File: src/design/pvma_pkg.sv
// Shared constants, types and helper functions of the moving-average
// velocity estimator. No dependencies.
package pvma_pkg;

  // Ring depth; the divide-by-depth helper below relies on a power of two.
  localparam int DEPTH   = 16;
  localparam int IDX_W   = $clog2(DEPTH);

  localparam int POS_W   = 32;
  localparam int VEL_W   = 32;
  localparam int SCALE_W = 20;
  localparam int DIFF_W  = POS_W + 1;
  localparam int PROD_W  = DIFF_W + SCALE_W + 1;

  localparam logic [SCALE_W-1:0] SCALE_RST = 20'd1000;

  // Action codes of an input transaction.
  localparam logic ACT_SAMPLE = 1'b0;
  localparam logic ACT_CLEAR  = 1'b1;

  // Front-to-back queue.
  localparam int QDEPTH  = 2;
  localparam int QPTR_W  = $clog2(QDEPTH);
  localparam int QCNT_W  = $clog2(QDEPTH + 1);

  typedef struct packed {
    logic                    action;
    logic signed [VEL_W-1:0] vel;
  } q_entry_t;

  // Queue handshake between front and back.
  typedef struct packed {
    logic     valid;
    q_entry_t entry;
  } q_push_t;

  // Saturate the exact product to signed VEL_W bits.
  function automatic logic signed [VEL_W-1:0] sat_vel(input logic signed [PROD_W-1:0] p);
    logic hi_ones;
    logic hi_zeros;
    hi_ones  = &p[PROD_W-1:VEL_W-1];
    hi_zeros = ~|p[PROD_W-1:VEL_W-1];
    if (hi_ones || hi_zeros) begin
      return p[VEL_W-1:0];
    end else if (p[PROD_W-1]) begin
      return {1'b1, {(VEL_W-1){1'b0}}};
    end else begin
      return {1'b0, {(VEL_W-1){1'b1}}};
    end
  endfunction

  // Signed divide by DEPTH, truncating toward zero.
  function automatic logic signed [VEL_W-1:0] div_depth(input logic signed [VEL_W-1:0] x);
    logic signed [VEL_W:0] adj;
    logic signed [VEL_W:0] shf;
    adj = {x[VEL_W-1], x} + (x[VEL_W-1] ? (VEL_W+1)'(DEPTH - 1) : (VEL_W+1)'(0));
    shf = adj >>> IDX_W;
    return shf[VEL_W-1:0];
  endfunction

endpackage

File: src/design/pvma_ifs.sv
// Channel interfaces: input samples, result velocities and the scale write port.
// Depends on pvma_pkg for field widths.
interface pvma_in_if;
  import pvma_pkg::*;
  logic                    valid;
  logic                    ready;
  logic                    action;
  logic signed [POS_W-1:0] position;
  modport source (output valid, output action, output position, input ready);
  modport sink   (input valid, input action, input position, output ready);
endinterface

interface pvma_out_if;
  import pvma_pkg::*;
  logic                    valid;
  logic                    ready;
  logic signed [VEL_W-1:0] velocity;
  modport source (output valid, output velocity, input ready);
  modport sink   (input valid, input velocity, output ready);
endinterface

interface pvma_cfg_if;
  import pvma_pkg::*;
  logic               valid;
  logic               ready;
  logic [SCALE_W-1:0] velocity_scale;
  modport source (output valid, output velocity_scale, input ready);
  modport sink   (input valid, input velocity_scale, output ready);
endinterface

File: src/design/pvma_front.sv
// Front end: accepts transactions, tracks the previous position, forms the
// scaled saturated velocity. Depends on pvma_pkg and pvma_ifs.
module pvma_front
  import pvma_pkg::*;
(
  input  logic       clk,
  input  logic       rst_n,
  pvma_in_if.sink    in_ch,
  pvma_cfg_if.sink   cfg_ch,
  output q_push_t    push,
  input  logic       push_ready
);

  logic signed [POS_W-1:0]  prev_r;
  logic signed [DIFF_W-1:0] diff_r;
  logic                     act_r;
  logic                     f1_v_r;
  logic [SCALE_W-1:0]       scale_r;
  logic signed [PROD_W-1:0] prod;
  logic                     in_take;

  // Hold both channels off while in reset.
  assign cfg_ch.ready = rst_n;
  assign in_ch.ready  = rst_n && (!f1_v_r || push_ready);
  assign in_take      = in_ch.valid && in_ch.ready;

  always_ff @(posedge clk) begin
    if (!rst_n) begin
      prev_r  <= '0;
      f1_v_r  <= 1'b0;
      scale_r <= SCALE_RST;
    end else begin
      if (cfg_ch.valid) begin
        scale_r <= cfg_ch.velocity_scale;
      end
      if (in_take) begin
        f1_v_r <= 1'b1;
        prev_r <= in_ch.position;
      end else if (push_ready) begin
        f1_v_r <= 1'b0;
      end
    end
  end

  // Exact 33-bit difference; a clear carries a don't-care difference.
  always_ff @(posedge clk) begin
    if (in_take) begin
      diff_r <= {in_ch.position[POS_W-1], in_ch.position} - {prev_r[POS_W-1], prev_r};
      act_r  <= in_ch.action;
    end
  end

  assign prod = diff_r * $signed({1'b0, scale_r});

  assign push.valid        = f1_v_r;
  assign push.entry.action = act_r;
  assign push.entry.vel    = sat_vel(prod);

`ifndef SYNTH
  a_hold_stalled: assert property (@(posedge clk) disable iff (!rst_n)
    f1_v_r && !push_ready |=> f1_v_r && $stable(diff_r) && $stable(act_r))
    else $error("front stage dropped a stalled transaction");
`endif

endmodule

File: src/design/pvma_queue.sv
// Two-entry queue between front and back ends.
// Depends on pvma_pkg.
module pvma_queue
  import pvma_pkg::*;
(
  input  logic     clk,
  input  logic     rst_n,
  input  q_push_t  push,
  output logic     push_ready,
  output q_push_t  pop,
  input  logic     pop_ready
);

  q_entry_t            mem_r [QDEPTH];
  logic [QPTR_W-1:0]   wr_ptr_r;
  logic [QPTR_W-1:0]   rd_ptr_r;
  logic [QCNT_W-1:0]   cnt_r;
  logic                do_push;
  logic                do_pop;

  assign push_ready = (cnt_r != QCNT_W'(QDEPTH));
  assign pop.valid  = (cnt_r != '0);
  assign pop.entry  = mem_r[rd_ptr_r];
  assign do_push    = push.valid && push_ready;
  assign do_pop     = pop.valid && pop_ready;

  always_ff @(posedge clk) begin
    if (!rst_n) begin
      wr_ptr_r <= '0;
      rd_ptr_r <= '0;
      cnt_r    <= '0;
    end else begin
      if (do_push) begin
        wr_ptr_r <= (wr_ptr_r == QPTR_W'(QDEPTH - 1)) ? '0 : wr_ptr_r + 1'b1;
      end
      if (do_pop) begin
        rd_ptr_r <= (rd_ptr_r == QPTR_W'(QDEPTH - 1)) ? '0 : rd_ptr_r + 1'b1;
      end
      if (do_push && !do_pop) begin
        cnt_r <= cnt_r + 1'b1;
      end else if (do_pop && !do_push) begin
        cnt_r <= cnt_r - 1'b1;
      end
    end
  end

  always_ff @(posedge clk) begin
    if (do_push) begin
      mem_r[wr_ptr_r] <= push.entry;
    end
  end

`ifndef SYNTH
  a_cnt_bound: assert property (@(posedge clk) disable iff (!rst_n)
    cnt_r <= QCNT_W'(QDEPTH))
    else $error("queue count over depth");
  a_cnt_track: assert property (@(posedge clk) disable iff (!rst_n)
    do_push && !do_pop |=> cnt_r == $past(cnt_r) + 1'b1)
    else $error("queue count missed a push");
`endif

endmodule

File: src/design/pvma_back.sv
// Back end: ring of recent velocities, running average update and the
// output register. Depends on pvma_pkg and pvma_ifs.
module pvma_back
  import pvma_pkg::*;
(
  input  logic       clk,
  input  logic       rst_n,
  input  q_push_t    pop,
  output logic       pop_ready,
  pvma_out_if.source out_ch
);

  logic signed [VEL_W-1:0] ring_r [DEPTH];
  logic [DEPTH-1:0]        valid_r;
  logic [IDX_W-1:0]        idx_r;
  logic signed [VEL_W-1:0] avg_r;
  logic signed [VEL_W-1:0] avg_nxt;
  logic signed [VEL_W-1:0] old_vel;
  logic                    out_v_r;
  logic signed [VEL_W-1:0] out_data_r;
  logic                    take;
  logic                    is_clear;

  assign pop_ready = !out_v_r || out_ch.ready;
  assign take      = pop.valid && pop_ready;
  assign is_clear  = (pop.entry.action == ACT_CLEAR);

  // Empty slots read as zero.
  assign old_vel = valid_r[idx_r] ? ring_r[idx_r] : '0;

  always_comb begin
    if (is_clear) begin
      avg_nxt = '0;
    end else begin
      avg_nxt = avg_r - div_depth(old_vel) + div_depth(pop.entry.vel);
    end
  end

  always_ff @(posedge clk) begin
    if (!rst_n) begin
      valid_r <= '0;
      idx_r   <= '0;
      avg_r   <= '0;
      out_v_r <= 1'b0;
    end else begin
      if (take) begin
        if (is_clear) begin
          valid_r <= '0;
          idx_r   <= '0;
        end else begin
          valid_r[idx_r] <= 1'b1;
          idx_r          <= (idx_r == IDX_W'(DEPTH - 1)) ? '0 : idx_r + 1'b1;
        end
        avg_r   <= avg_nxt;
        out_v_r <= 1'b1;
      end else if (out_ch.ready) begin
        out_v_r <= 1'b0;
      end
    end
  end

  always_ff @(posedge clk) begin
    if (take && !is_clear) begin
      ring_r[idx_r] <= pop.entry.vel;
    end
    if (take) begin
      out_data_r <= avg_nxt;
    end
  end

  assign out_ch.valid    = out_v_r;
  assign out_ch.velocity = out_data_r;

`ifndef SYNTH
  a_clear_zero: assert property (@(posedge clk) disable iff (!rst_n)
    take && is_clear |=> out_data_r == '0 && avg_r == '0 && valid_r == '0 && idx_r == '0)
    else $error("clear left ring state behind");
  a_slot_marked: assert property (@(posedge clk) disable iff (!rst_n)
    take && !is_clear |=> valid_r[$past(idx_r)])
    else $error("written slot not marked valid");
  a_out_matches: assert property (@(posedge clk) disable iff (!rst_n)
    out_v_r |-> out_data_r == avg_r)
    else $error("pending result differs from running average");
`endif

endmodule

File: src/design/position_velocity_moving_average_top.sv
// Boxcar moving-average velocity estimator, top level.
// Transactions pass through the front register, the queue and the output register; one transaction
// per cycle sustained through the front multiply stage and the ring update while out_ch is ready.
// Reset (rst_n low, synchronous): scale 1000, previous position, average,
// ring index and entry valid bits cleared; queue and output emptied.
module position_velocity_moving_average_top
  import pvma_pkg::*;
(
  input  logic        clk,
  input  logic        rst_n,
  pvma_in_if.sink     in_ch,
  pvma_cfg_if.sink    cfg_ch,
  pvma_out_if.source  out_ch
);

  q_push_t push;
  logic    push_ready;
  q_push_t pop;
  logic    pop_ready;

  pvma_front u_front (
    .clk        (clk),
    .rst_n      (rst_n),
    .in_ch      (in_ch),
    .cfg_ch     (cfg_ch),
    .push       (push),
    .push_ready (push_ready)
  );

  pvma_queue u_queue (
    .clk        (clk),
    .rst_n      (rst_n),
    .push       (push),
    .push_ready (push_ready),
    .pop        (pop),
    .pop_ready  (pop_ready)
  );

  pvma_back u_back (
    .clk       (clk),
    .rst_n     (rst_n),
    .pop       (pop),
    .pop_ready (pop_ready),
    .out_ch    (out_ch)
  );

endmodule

File: src/flat_wrapper.sv
// flat-port wrapper written by rule: the top's interface ports become plain ports
module position_velocity_moving_average_top_flat import pvma_pkg::*;
  (clk, rst_n, in_ch_valid, in_ch_action, in_ch_position, in_ch_ready, cfg_ch_valid, cfg_ch_velocity_scale, cfg_ch_ready, out_ch_valid, out_ch_velocity, out_ch_ready);
  pvma_in_if in_ch_i ();
  pvma_cfg_if cfg_ch_i ();
  pvma_out_if out_ch_i ();
  input  logic clk;
  input  logic rst_n;
  input wire logic [$bits(in_ch_i.valid)-1:0] in_ch_valid;
  input wire logic [$bits(in_ch_i.action)-1:0] in_ch_action;
  input wire logic [$bits(in_ch_i.position)-1:0] in_ch_position;
  output wire logic [$bits(in_ch_i.ready)-1:0] in_ch_ready;
  input wire logic [$bits(cfg_ch_i.valid)-1:0] cfg_ch_valid;
  input wire logic [$bits(cfg_ch_i.velocity_scale)-1:0] cfg_ch_velocity_scale;
  output wire logic [$bits(cfg_ch_i.ready)-1:0] cfg_ch_ready;
  output wire logic [$bits(out_ch_i.valid)-1:0] out_ch_valid;
  output wire logic [$bits(out_ch_i.velocity)-1:0] out_ch_velocity;
  input wire logic [$bits(out_ch_i.ready)-1:0] out_ch_ready;
  assign in_ch_i.valid = in_ch_valid;
  assign in_ch_i.action = in_ch_action;
  assign in_ch_i.position = in_ch_position;
  assign in_ch_ready = in_ch_i.ready;
  assign cfg_ch_i.valid = cfg_ch_valid;
  assign cfg_ch_i.velocity_scale = cfg_ch_velocity_scale;
  assign cfg_ch_ready = cfg_ch_i.ready;
  assign out_ch_valid = out_ch_i.valid;
  assign out_ch_velocity = out_ch_i.velocity;
  assign out_ch_i.ready = out_ch_ready;
  position_velocity_moving_average_top u_core (.clk(clk), .rst_n(rst_n), .in_ch(in_ch_i), .cfg_ch(cfg_ch_i), .out_ch(out_ch_i));
endmodule
File: config.mk
export PLATFORM = sky130hd
export DESIGN_NAME = position_velocity_moving_average_top_flat
export DESIGN_NICKNAME = d
export VERILOG_FILES = /design/src/design/pvma_pkg.sv /design/src/design/pvma_ifs.sv /design/src/design/pvma_front.sv /design/src/design/pvma_queue.sv /design/src/design/pvma_back.sv /design/src/design/position_velocity_moving_average_top.sv /design/src/flat_wrapper.sv
export SDC_FILE = /design/constraint.sdc
export NUM_CORES = 2
export LEC_CHECK = 0
export BUFFER_PORTS_ARGS = -buffer_cell sky130_fd_sc_hd__buf_2
export CAP_MARGIN = 10
export CELL_PAD_IN_SITES_DETAIL_PLACEMENT = 1
export CELL_PAD_IN_SITES_GLOBAL_PLACEMENT = 2
export CORE_ASPECT_RATIO = 0.5
export CORE_MARGIN = 8
export CORE_UTILIZATION = 40
export CTS_CLUSTER_SIZE = 16
export DETAILED_ROUTE_END_ITERATION = 6
export PLACE_DENSITY = 0.74
export SYNTH_ARGS = -nofsm -noshare
export SYNTH_HDL_FRONTEND = slang
export SYNTH_SLANG_ARGS = --single-unit
File: constraint.sdc
create_clock -name clk -period 9 [get_ports clk]
set_clock_uncertainty 0.1 [all_clocks]
set_input_delay 0.9 -clock clk [delete_from_list [all_inputs] [get_ports clk]]
set_output_delay 0.9 -clock clk [all_outputs]
set_load 0.01 [all_outputs]
==> reports/results.ini <==
[grt]
gr-total-overflow=0
grt_pass1_wl_mm=256.8
grt_max_degree=79
antenna_found_initial=2
grt_pass1_vias=41620
gr-usage-all-layers_pct=21.05

[setup_path]
path_delay_family=adder cells
path_max_fanout=18
path_common_cell=fa_1
worst_setup_path_start_kind=flop
worst-path-buf-inv=6
worstPathArrival_ns=9.17
end_kind=flop
slowest_delay_ns=0.56
crit_path_top_delay_cell=edfxtp_1
cp.required_ns=9.39
crit_type=reg -> reg

[synthesis]
ys.flop_type=edfxtp_1
async_flop_share_pct=0
synth_nets=5866
synth_area_per_cell_um2=11.78
ys_ff_latch=759
synth_edf_count=644
synth_cells=4911
ys_types=86
syn-cell-area_mm2=0.05785
yosysSeqAreaShare_pct=37.41
yosys_warnings=0

[flow_run]
cap_violations=0

[timing]
min_period_ns=8.781
slew_headroom_pct=21.63
worst_pin_slew_ns=1.175
maxSlewViolCount=0
finalHoldViolations=0
setup_viol=0
fin_crit_sh_pct=97.57
max_freq_ghz=0.1139

[final_layout]
final_common_cell=inv_1
nNetsFinal=6000
final_cell_mix=840 x inv_1, 685 x fa_1, 644 x edfxtp_1
multiInputGateArea_mm2=0.03221
final_util_pct=44.77
nFillCells=15060
ff_latch_area_mm2=0.02166
layout-drive-gt1-share_pct=13.56
num_antenna_cells=0
syn_to_final_growth_pct=10.84

[routing]
via_per_inst=5.291
wire_per_inst_um=23.78
ant_nets=0
drt_wl_total_mm=166.5
dr_total_vias=37060
drc=0
detail_route.iter0.violations=2071
first_pass_iters=5

[floorplanning]
start_util_pct=40.40
die_area_mm2=0.1578
die_w_um=553.8
std_cell_rows=98
core_area_mm2=0.1432
die_h_um=284.9
design.portCount=93

[cts]
root_buffer=clkbuf_16
cts_buffer_depth=3
cts_tree=done
htreeDepth=3
clk_pin_slew_worst_paths_ns=0.06
clk_latency_ns=0.71
cts_buffers=77
ctsHoldBuffers=0
clock_sink_count=759

[placement]
gp_congestion=0.8534
hpwl_mm=123.4
port_buffers=92

[hold_path]
worstHoldPathType=in -> reg

[outcome]
status=completed

==> Yosys cell counts, types with 11 or more instances <==
| master | n | area (um^2) |
|---|---|---|
| a21boi_0 | 28 | 210.2 |
| o21ai_0 | 101 | 505.5 |
| a21oi_1 | 112 | 560.5 |
| nor3_1 | 33 | 165.2 |
| nand2b_1 | 27 | 168.9 |
| o21ai_2 | 30 | 262.8 |
| nand2_1 | 460 | 1727 |
| a211oi_1 | 15 | 112.6 |
| fa_1 | 685 | 13710 |
| buf_2 | 18 | 90.09 |
| and2_1 | 448 | 2803 |
| and3_1 | 16 | 100.1 |
| or3_1 | 11 | 68.82 |
| a31oi_1 | 14 | 87.58 |
| dfxtp_1 | 115 | 2302 |
| edfxtp_1 | 644 | 19340 |
| nor2b_1 | 48 | 300.3 |
| nand3_1 | 42 | 210.2 |
| o21a_1 | 27 | 202.7 |
| xnor2_1 | 94 | 823.3 |
| nor2_1 | 128 | 480.5 |
| xor2_1 | 59 | 516.8 |
| o31ai_1 | 11 | 82.58 |
| mux4_2 | 159 | 3581 |
| clkbuf_1 | 200 | 750.7 |
| a21o_1 | 70 | 525.5 |
| nand4_1 | 26 | 162.7 |
| mux2_2 | 21 | 236.5 |
| ha_1 | 212 | 2653 |
| inv_1 | 841 | 3157 |
| mux2i_1 | 48 | 480.5 |
==> cells by family after synthesis <==
| logic type | count (synthesis) | synth area share (%) |
|---|---|---|
| and+or+nand+nor | 1279 | 11.28 |
| buffers and inverters | 1090 | 7.340 |
| adders and majority gates | 897 | 28.29 |
| DFF | 759 | 37.41 |
| AOI/OAI and AO/OA | 505 | 5.941 |
| muxes | 228 | 7.429 |
| xor gates and xnor gates | 153 | 2.316 |
==> sequential cells by signal, indices dropped and copies added, names as in the netlist, 2 cells and up, named ones only <==
register                       flops
u_core.u_back.avg_r               32
u_core.u_back.idx_r                4
u_core.u_back.out_ch.velocity     32
u_core.u_back.ring_r             512
u_core.u_back.valid_r             16
u_core.u_front.diff_r             33
u_core.u_front.prev_r             32
u_core.u_front.scale_r            20
u_core.u_queue.cnt_r               2
u_core.u_queue.mem_r              66
==> worst reg2reg max path: cells and delay by family (launching register included) <==
| kind | cells | cell delay (ns) |
|---|---|---|
| AO/OA/AOI/OAI | 4 | 1.30 |
| buffers and inverters | 6 | 0.62 |
| flip-flops | 1 | 0.56 |
| adder cells (fa/ha/maj) | 8 | 3.78 |
| multiplexers | 1 | 0.27 |
| AND/OR/NAND/NOR | 7 | 1.95 |
==> final timing paths <==
| path | start | cells past startpoint | slack, ns | to |
|---|---|---|---|---|
| max reg2reg | u_core.u_front.diff_r[7] | 26 | 0.22 | u_core.u_queue.mem_r[0][11] |
| min | in_ch_action | 1 | 0.33 | u_core.u_front.act_r |
| min reg2reg | u_core.u_front.prev_r[29] | 2 | 0.36 | u_core.u_front.prev_r[29] |
| max | u_core.u_front.diff_r[7] | 26 | 0.22 | u_core.u_queue.mem_r[0][11] |
==> through the flow <==
step                      setup WS (ns)  area [um^2]  setup TNS, ns  std cells  hold WS, ns
final                            0.2191        64120              0       7004       0.3298
after global placement         0.001131        61130              0       6822       0.3443
after detailed placement        -0.1205        61130         -3.273       6822       0.3518
after floorplan                  0.7537        57850              0       4911       0.3215
after CTS                      0.008057        63700              0       6967       0.2698
after global routing          -0.008150        64120       -0.03950       7004       0.2982
==> per-layer routing <==
| layer | vias to the layer above | share of wire, % | GRT usage [%] |
|---|---|---|---|
| li1 | 16370 | - | - |
| met1 | 19800 | 45 | 28.94 |
| met2 | 718 | 49 | 36.35 |
| met3 | 168 | 3.7 | 2.171 |
| met4 | 0 | 2.0 | 4.431 |
| met5 | - | 0 | 0 |
==> repair_timing <==
action | in CTS | in global routing
buffers inserted | 7 | 36
cloned | 0 | 1
setup endpoints to repair | 61 | 62
pin swaps | 0 | 11
resized for setup | 4 | 34
==> final cells by class <==
type / instances / area share [%]
inverters: 843 / 4.943
repair buffers: 301 / 3.419
multi-input cells: 3063 / 50.24
flip-flops and latches: 759 / 33.78
well taps: 1900 / 3.707
clock buffers: 93 / 3.114
clock inverters: 45 / 0.8000
Power is left out: the tool's default activity adds up to more than one toggle a clock period on the data nets, which glitch-free logic cannot reach.
